--- src/hdl/srte_ram.sv ---
module srte_ram #(
	parameter int WIDTH = 8,
	parameter int DEPTH = 32,
	localparam int ABITS = $clog2(DEPTH)
) (
	input  logic             clk,
	input  logic             we,
	input  logic [ABITS-1:0] waddr,
	input  logic [WIDTH-1:0] wdata,
	input  logic             re,
	input  logic [ABITS-1:0] raddr,
	output logic [WIDTH-1:0] rdata
);

	logic [WIDTH-1:0] mem [DEPTH];

	// one write port, one registered read port
	always_ff @(posedge clk) begin
		if (we) begin
			mem[waddr] <= wdata;
		end
		if (re) begin
			rdata <= mem[raddr];
		end
	end

endmodule

--- config.mk ---
export PLATFORM = sky130hd
export DESIGN_NAME = srte_ram
export DESIGN_NICKNAME = d
export VERILOG_FILES = /design/src/hdl/srte_ram.sv
export SDC_FILE = /design/constraint.sdc
export NUM_CORES = 1
export LEC_CHECK = 0
export ABC_AREA = 0
export CAP_MARGIN = 25
export CORE_ASPECT_RATIO = 1.4
export CORE_MARGIN = 8
export CORE_UTILIZATION = 60
export DETAILED_ROUTE_END_ITERATION = 16
export DONT_BUFFER_PORTS = 1
export GPL_TIMING_DRIVEN = 0
export PLACE_DENSITY = 0.72
export SLEW_MARGIN = 20
export SYNTH_ARGS = -nofsm -noshare
export SYNTH_HDL_FRONTEND = slang
export SYNTH_SLANG_ARGS = --single-unit
--- constraint.sdc ---
create_clock -name clk -period 5.25 [get_ports clk]
set_input_delay 0.2625 -clock clk [delete_from_list [all_inputs] [get_ports clk]]
set_output_delay 0.2625 -clock clk [all_outputs]
set_load 0.05 [all_outputs]
* Yosys cells after proc, flatten, opt, wreduce, memory -nomap -nowiden
Memories as Yosys holds them, arrays and structs flattened. A register that Yosys moved wholly into a read port is not among the register bits. Index checks and enable logic that the tools add are counted.
Cells by class: add/subtract/negate cells 0, $mul 0, div/mod/pow operators 0, magnitude comparators 0, eq/ne operators 0, shift-type cells 0, multiplexer cells 2, bitwise gates (word level) 0, reduce and logical (&&, ||, !) cells 0
Operators with widths (count):
- $mux W1 | 2
Word-level totals: register bits 0, bits in latches 0, memory bits (writable) 256, ROM bits 0, input port bits 21, output and inout bits 8, logic and storage cells 3, memories 1
Memories:
- mem | words 32, bits a word 8, read ports 1, clocked after memory_dff 1, write ports 1, line 15 | logic [WIDTH-1:0] mem [DEPTH];

* Logic depth before layout (Yosys ltp)
Gate-level depths: netlist of the first run.
word-level depth 2, mapped depth 5, mapped depth without buffers 3

* Least setup slack after synthesis of the first run
OpenSTA, ideal clock, no wires.
path type input-to-reg, start input raddr[2], end register rdata[0] (read register of mem) (data pin), library setup time 260 ps, arrival 1944 ps, required time 4990 ps, slack 3046 ps, stages 5, path buffers 2, cells stage by stage clkbuf_1 -> clkbuf_1 -> mux4_2 -> mux4_2 -> mux2_2
RTL lines:
- start, declared | line 11 | input logic [ABITS-1:0] raddr,
- end, declared | line 12 | output logic [WIDTH-1:0] rdata

==> results of run 1 <==
[what timing repair did]
action / 4_1_cts / 5_1_grt
hold buffers: 9 / 0
setup endpoints to repair: 0 / 0
hold endpoints to repair: 264 / 0
[cell families after synthesis]
logic type | count (synthesis) | share of synthesized area
DFF | 264 | 0.782
and+or+nand+nor | 45 | 0.0205
buffers and inverters | 20 | 0.0105
muxes | 88 | 0.187
[through the flow]
stage	setup WS (ns)	utilization	total power, W	hold slack (ns)	area, um2
2_1_floorplan	3.05	-	0.00255	0.361	10100
3_3_place_gp	2.32	0.623	0.00260	0.364	10400
3_5_place_dp	2.31	0.623	0.00260	0.363	10400
4_1_cts	2.85	0.674	0.00422	0.0468	11200
5_1_grt	2.80	0.673	0.00431	0.0508	11200
6_report	2.89	0.673	0.00420	0.0489	11200
[area by class of cell]
| type | count | area share |
|---|---|---|
| Sequential cell | 264 | 0.706 |
| Timing Repair Buffer | 9 | 0.0125 |
| Tap cell | 203 | 0.0226 |
| Buffer | 20 | 0.00947 |
| Multi-Input combinational cell | 133 | 0.187 |
| Clock inverter | 10 | 0.00847 |
| Clock buffer | 31 | 0.0539 |
[per-layer routing]
metal,global-route usage,vias to the layer above,share of wire
met3,0.0274,36,0.053
met4,0.0777,0,0.035
met1,0.229,2282,0.36
li1,-,1849,-
met5,0,-,0
met2,0.348,154,0.55
[where the power goes]
| part | leakage, nW | internal [W] | total, W | switching (W) |
|---|---|---|---|---|
| clock network | 0.343 | 0.000906 | 0.00160 | 0.000698 |
| logic | 0.715 | 0.0000967 | 0.000215 | 0.000118 |
| registers | 2.38 | 0.00235 | 0.00238 | 0.0000291 |
| total | 3.44 | 0.00336 | 0.00420 | 0.000845 |
[registers in the layout, summed over array words and instances, names as in the netlist]
signal and flops:
rdata 8, mem 256
[worst paths after layout]
check,cells past startpoint,to,slack [ns],from
worst max-delay path,5,rdata[4],2.89,raddr[2]
worst max register to register,3,rdata[0],3.25,mem[19][0]
worst min-delay path,1,mem[30][4],0.05,wdata[4]
worst min register to register,3,rdata[3],1.01,mem[3][3]
[placed cells by master (no fill, tap or decap), types with 2 or more instances in the layout]
| master | netlist | routed |
|---|---|---|
| buf_1 | 6 | 6 |
| buf_12 | 0 | 6 |
| buf_2 | 1 | 3 |
| buf_4 | 6 | 6 |
| bufinv_16 | 0 | 2 |
| clkbuf_1 | 6 | 14 |
| clkbuf_16 | 0 | 23 |
| clkinv_1 | 0 | 4 |
| clkinv_2 | 0 | 4 |
| edfxtp_1 | 264 | 264 |
| mux2_2 | 8 | 8 |
| mux4_2 | 80 | 80 |
| nand3_1 | 2 | 2 |
| nand3b_1 | 5 | 5 |
| nor2_1 | 33 | 33 |
| or3b_2 | 3 | 3 |
==> results.yml, run 1 <==
synth:
  yosys.cell_count.top_type: "edfxtp_1"
  ys.flop_type: "edfxtp_1"
  synth_top_area_cell: "edfxtp_1"
  synth_commonest_cells: "edfxtp_1 (264), mux4_2 (80), nor2_1 (33), mux2_2 (8)"
  synth.distinct_cells: 14
  synth_area_um2: 10100
  synthArstFlopShare: 0
  yosys_warnings: 0
  synth_edf_count: 264
  syn_nets: 438
  ys_seq_elements: 264
  synth_top_area_share: 0.782
  syn_inst: 417
  ys_top_cells_by_area: "edfxtp_1 (78%), mux4_2 (18%), nor2_1 (1.2%)"
  avgSynthCellArea_um2: 24.3
  yosysSeqAreaShare: 0.782
route:
  first_pass_iters: 5
  drtIter0Drc: 434
  avgRoutedWirePerCell_um: 29.7
  wirelength_um: 19900
  vias: 4321
  drtAntennaViolNets: 0
  vias_per_cell: 6.45
  drc: 0
critical_path:
  arrival_ns: 2.62
  start_kind: "primary input"
  critical_path.max_fanout: 10
  crit_buf_inv: 2
  slowest_stage: "clkbuf_1"
  end_kind: "flip-flop"
  cp_top_family: "multiplexers"
  crit_type: "primary input to flip-flop"
  crit_path_cell_trace: "clkbuf_1, clkbuf_1, mux4_2, mux4_2, mux2_2"
  critPathMaxStageDelay_ns: 0.59
  required_ns: 5.51
placement:
  dp.cells: 620
  routabilityCongestion: 0.818
  place_hpwl_um: 13100
  io_buffers: 0
clock_tree:
  clk_path_buf_depth: 3
  cts-buffers-inserted: 23
  cts.sinks: 264
  clkSlewWorstSetupHoldPaths_ns: 0.07
  insertion_delay_ns: 0.50
  cts_resized: 0
  htreeDepth: 1
  cts_tree: "done"
  cts-root-buf: "clkbuf_16"
  post-cts-setup-buffers: 0
job:
  max_cap_viol_count: 0
floorplan:
  die_x_um: 126
  coreArea_um2: 16700
  die_height_um: 170
  placementRows: 56
  io_pins: 29
  dieArea_um2: 21400
  start_util: 0.608
run_status:
  status: "completed"
timing:
  final_hold_viol_count: 0
  skew_ns: 0.00742
  worst_slew_pin_slew_ns: 0.855
  drv_slew: 0
  relSlewSlack: 0.428
  fin_crit_sh: 0.450
  tns_ns: 0
  fin_crit_ns: 2.36
  rsz0062_at_grt: "no"
  setup_violations: 0
  fmax_mhz: 423
power:
  ir_worst_vdd_mv: 0.311
  leakagePower_nw: 3.44
  p_per_area_nw_per_um2: 374
finish:
  areaGrowthSynthToFinish_pct: 10.8
  antenna_cells: 0
  fill_cells: 1051
  layout.cells.non_filler: 670
  multi_input_area_um2: 2100
  regArea_um2: 7930
  final_nets: 472
  layout-drive-gt1-share: 0.291
hold_path:
  hp-class: "primary input to flip-flop"
grt:
  grt_use_total: 0.193
  grt_pass1_vias: 4568
  antenna_found_initial: 0
  grt_max_degree: 33
  grt.overflow.total: 0
  grt_pass1_wl_um: 29600
(Power assumes the default switching activity.)
==> run 2, diff against run 1 <==
ABC_AREA = 1   (was 0)
CORE_UTILIZATION = 57   (was 60)
PLACE_DENSITY = 0.71   (was 0.72)
clock period = 2 ns   (was 5.25 ns; I/O delays follow)
==> results.yml, run 2 <==
synth:
  synthAdderAreaFrac: 0
  ys_top_cells_by_area: "edfxtp_1 (73%), nand2_1 (12%), nand3_1 (9.4%)"
  synth_top_area_cell: "edfxtp_1"
  synthSimpleGateAreaFrac: 0.229
  yosys.cell_count.top_type: "nand2_1"
  yosys-mux-area-fraction: 0
  synth_area_um2: 10900
  synth_top_area_share: 0.730
  synth.distinct_cells: 11
  ys.flop_type: "edfxtp_1"
  ys_seq_elements: 264
  synth_compound_area_frac: 0
  synth_edf_count: 264
  synth_commonest_cells: "nand2_1 (360), edfxtp_1 (264), nand3_1 (204), nor2_1 (32), buf_6 (24)"
  avgSynthCellArea_um2: 11.8
  synth-xor-area-share: 0
  syn_inst: 922
  yosysSeqAreaShare: 0.730
  synth_top_family_by_area: "simple AND/OR/NAND/NOR gates"
  syn_nets: 943
  synthArstFlopShare: 0
  yosys_warnings: 0
critical_path:
  arrival_ns: 1.61
  crit_type: "flip-flop to flip-flop"
  start_kind: "flip-flop"
  crit_buf_inv: 0
  slowest_stage: "edfxtp_1"
  end_kind: "flip-flop"
  cp_top_family: "simple AND/OR/NAND/NOR gates"
  required_ns: 2.26
  critPathMaxStageDelay_ns: 0.36
  crit_top_cell: "nand2_1"
  critical_path.max_fanout: 1
  crit_path_cell_trace: "nand2_1, nand3_1, nand3_1, nand2_1, nand2_1, nand2_1, nand2_1, nand2_1"
timing:
  rsz0062_at_grt: "no"
  tns_ns: 0
  fmax_mhz: 739
  fin_crit_ns: 1.35
  relSlewSlack: 0.310
  fin_hold_ws_ns: 0.0765
  fin_crit_sh: 0.676
  setup_violations: 0
  skew_ns: 0.00944
  final_hold_viol_count: 0
  drv_slew: 0
  worst_slew_pin_slew_ns: 1.03
finish:
  layout-drive-gt1-share: 0.0855
  final_common_cell: "nand2_1"
  reg_top3: "mem (256), rdata (8)"
  areaGrowthSynthToFinish_pct: 11.9
  layout.cells.non_filler: 1230
  largest-register: "mem"
  largest_register_ffs: 256
  final_cell_mix: "nand2_1 (360), edfxtp_1 (264), nand3_1 (204)"
  final_nets: 986
  antenna_cells: 0
  final_util: 0.640
hold_path:
  hp-class: "primary input to flip-flop"
grt:
  grt_use_total: 0.226
  grt_pass1_vias: 7015
  grt.overflow.total: 0
  grt_max_degree: 33
  grt_pass1_wl_um: 40400
  antenna_found_initial: 0
power:
  ir_worst_vdd_mv: 0.648
  leakagePower_nw: 4.48
  p_per_area_nw_per_um2: 935
clock_tree:
  clk_path_buf_depth: 3
  cts-root-buf: "clkbuf_16"
  clkSlewWorstSetupHoldPaths_ns: 0.07
  cts-buffers-inserted: 24
  cts.sinks: 264
  cts_tree: "done"
  insertion_delay_ns: 0.52
  cts_resized: 0
  htreeDepth: 1
  post-cts-setup-buffers: 0
floorplan:
  die_x_um: 133
  placementRows: 60
  coreArea_um2: 19000
  dieArea_um2: 23800
  io_pins: 29
  start_util: 0.572
  die_height_um: 179
placement:
  dp.cells: 1170
  place_hpwl_um: 17400
  io_buffers: 0
  routabilityCongestion: 0.894
route:
  first_pass_iters: 5
  drc: 0
  wirelength_um: 26300
  avgRoutedWirePerCell_um: 21.4
  drtAntennaViolNets: 0
  drtIter0Drc: 578
  vias: 6995
  vias_per_cell: 5.69
job:
  max_cap_viol_count: 0
run_status:
  status: "completed"
run 2: cell types whose count changed after synthesis, moves of 2 or more:
cell | before | now
or3b_2 | 3 | 0
nand3_1 | 2 | 204
mux2_2 | 8 | 0
buf_6 | 1 | 24
inv_2 | 0 | 2
inv_1 | 0 | 8
buf_1 | 6 | 2
nand2_1 | 1 | 360
mux4_2 | 80 | 0
buf_2 | 1 | 15
buf_4 | 6 | 4
nand3b_1 | 5 | 0
run 2: kinds of logic (layout without fill, tap and decap cells):
family                 Yosys count  after routing
DFF                            264            264
and+or+nand+nor                596            596
buffers and inverters           62            122
run 2: repair_timing:
item,CTS,global route
setup endpoints to repair,0,0
hold buffers,17,0
endpoints found under the hold margin,264,0
run 2: layout make-up:
type,count,area (um2)
Buffer,52,409
Clock buffer,31,648
Clock inverter,12,82.6
Fill cell,1441,6840
Inverter,10,37.5
Multi-Input combinational cell,596,2490
Sequential cell,264,7930
Tap cell,248,310
Timing Repair Buffer,17,250
run 2: metrics by stage:
stage / setup WS, ns / power [W] / cell area, um2
final: 0.647 / 0.0114 / 12200
after global routing: 0.577 / 0.0117 / 12200
after CTS: 0.672 / 0.0114 / 12200
after detailed placement: 0.192 / 0.00700 / 11200
after global placement: 0.207 / 0.00699 / 11200
after floorplan: 0.866 / 0.00680 / 10900
run 2: routing by layer:
metal	vias up	part of all wire	global-route usage
met2	336	0.49	0.387
li1	3288	-	-
met1	3311	0.39	0.282
met5	-	0	0
met4	0	0.028	0.0873
met3	60	0.085	0.0421
run 2: worst paths after layout:
kind	startpoint	endpoint	slack, ns	cells after the start
max	mem[29][2]	rdata[2]	0.65	8
max reg2reg	mem[29][2]	rdata[2]	0.65	8
min reg2reg	mem[8][0]	rdata[0]	0.87	8
min	waddr[2]	mem[21][0]	0.08	2
run 2: power by group:
| part | switching (W) | internal [W] |
|---|---|---|
| Combinational | 0.000556 | 0.000246 |
| Clock | 0.00191 | 0.00241 |
| Sequential | 0.0000706 | 0.00617 |
| Total | 0.00254 | 0.00883 |
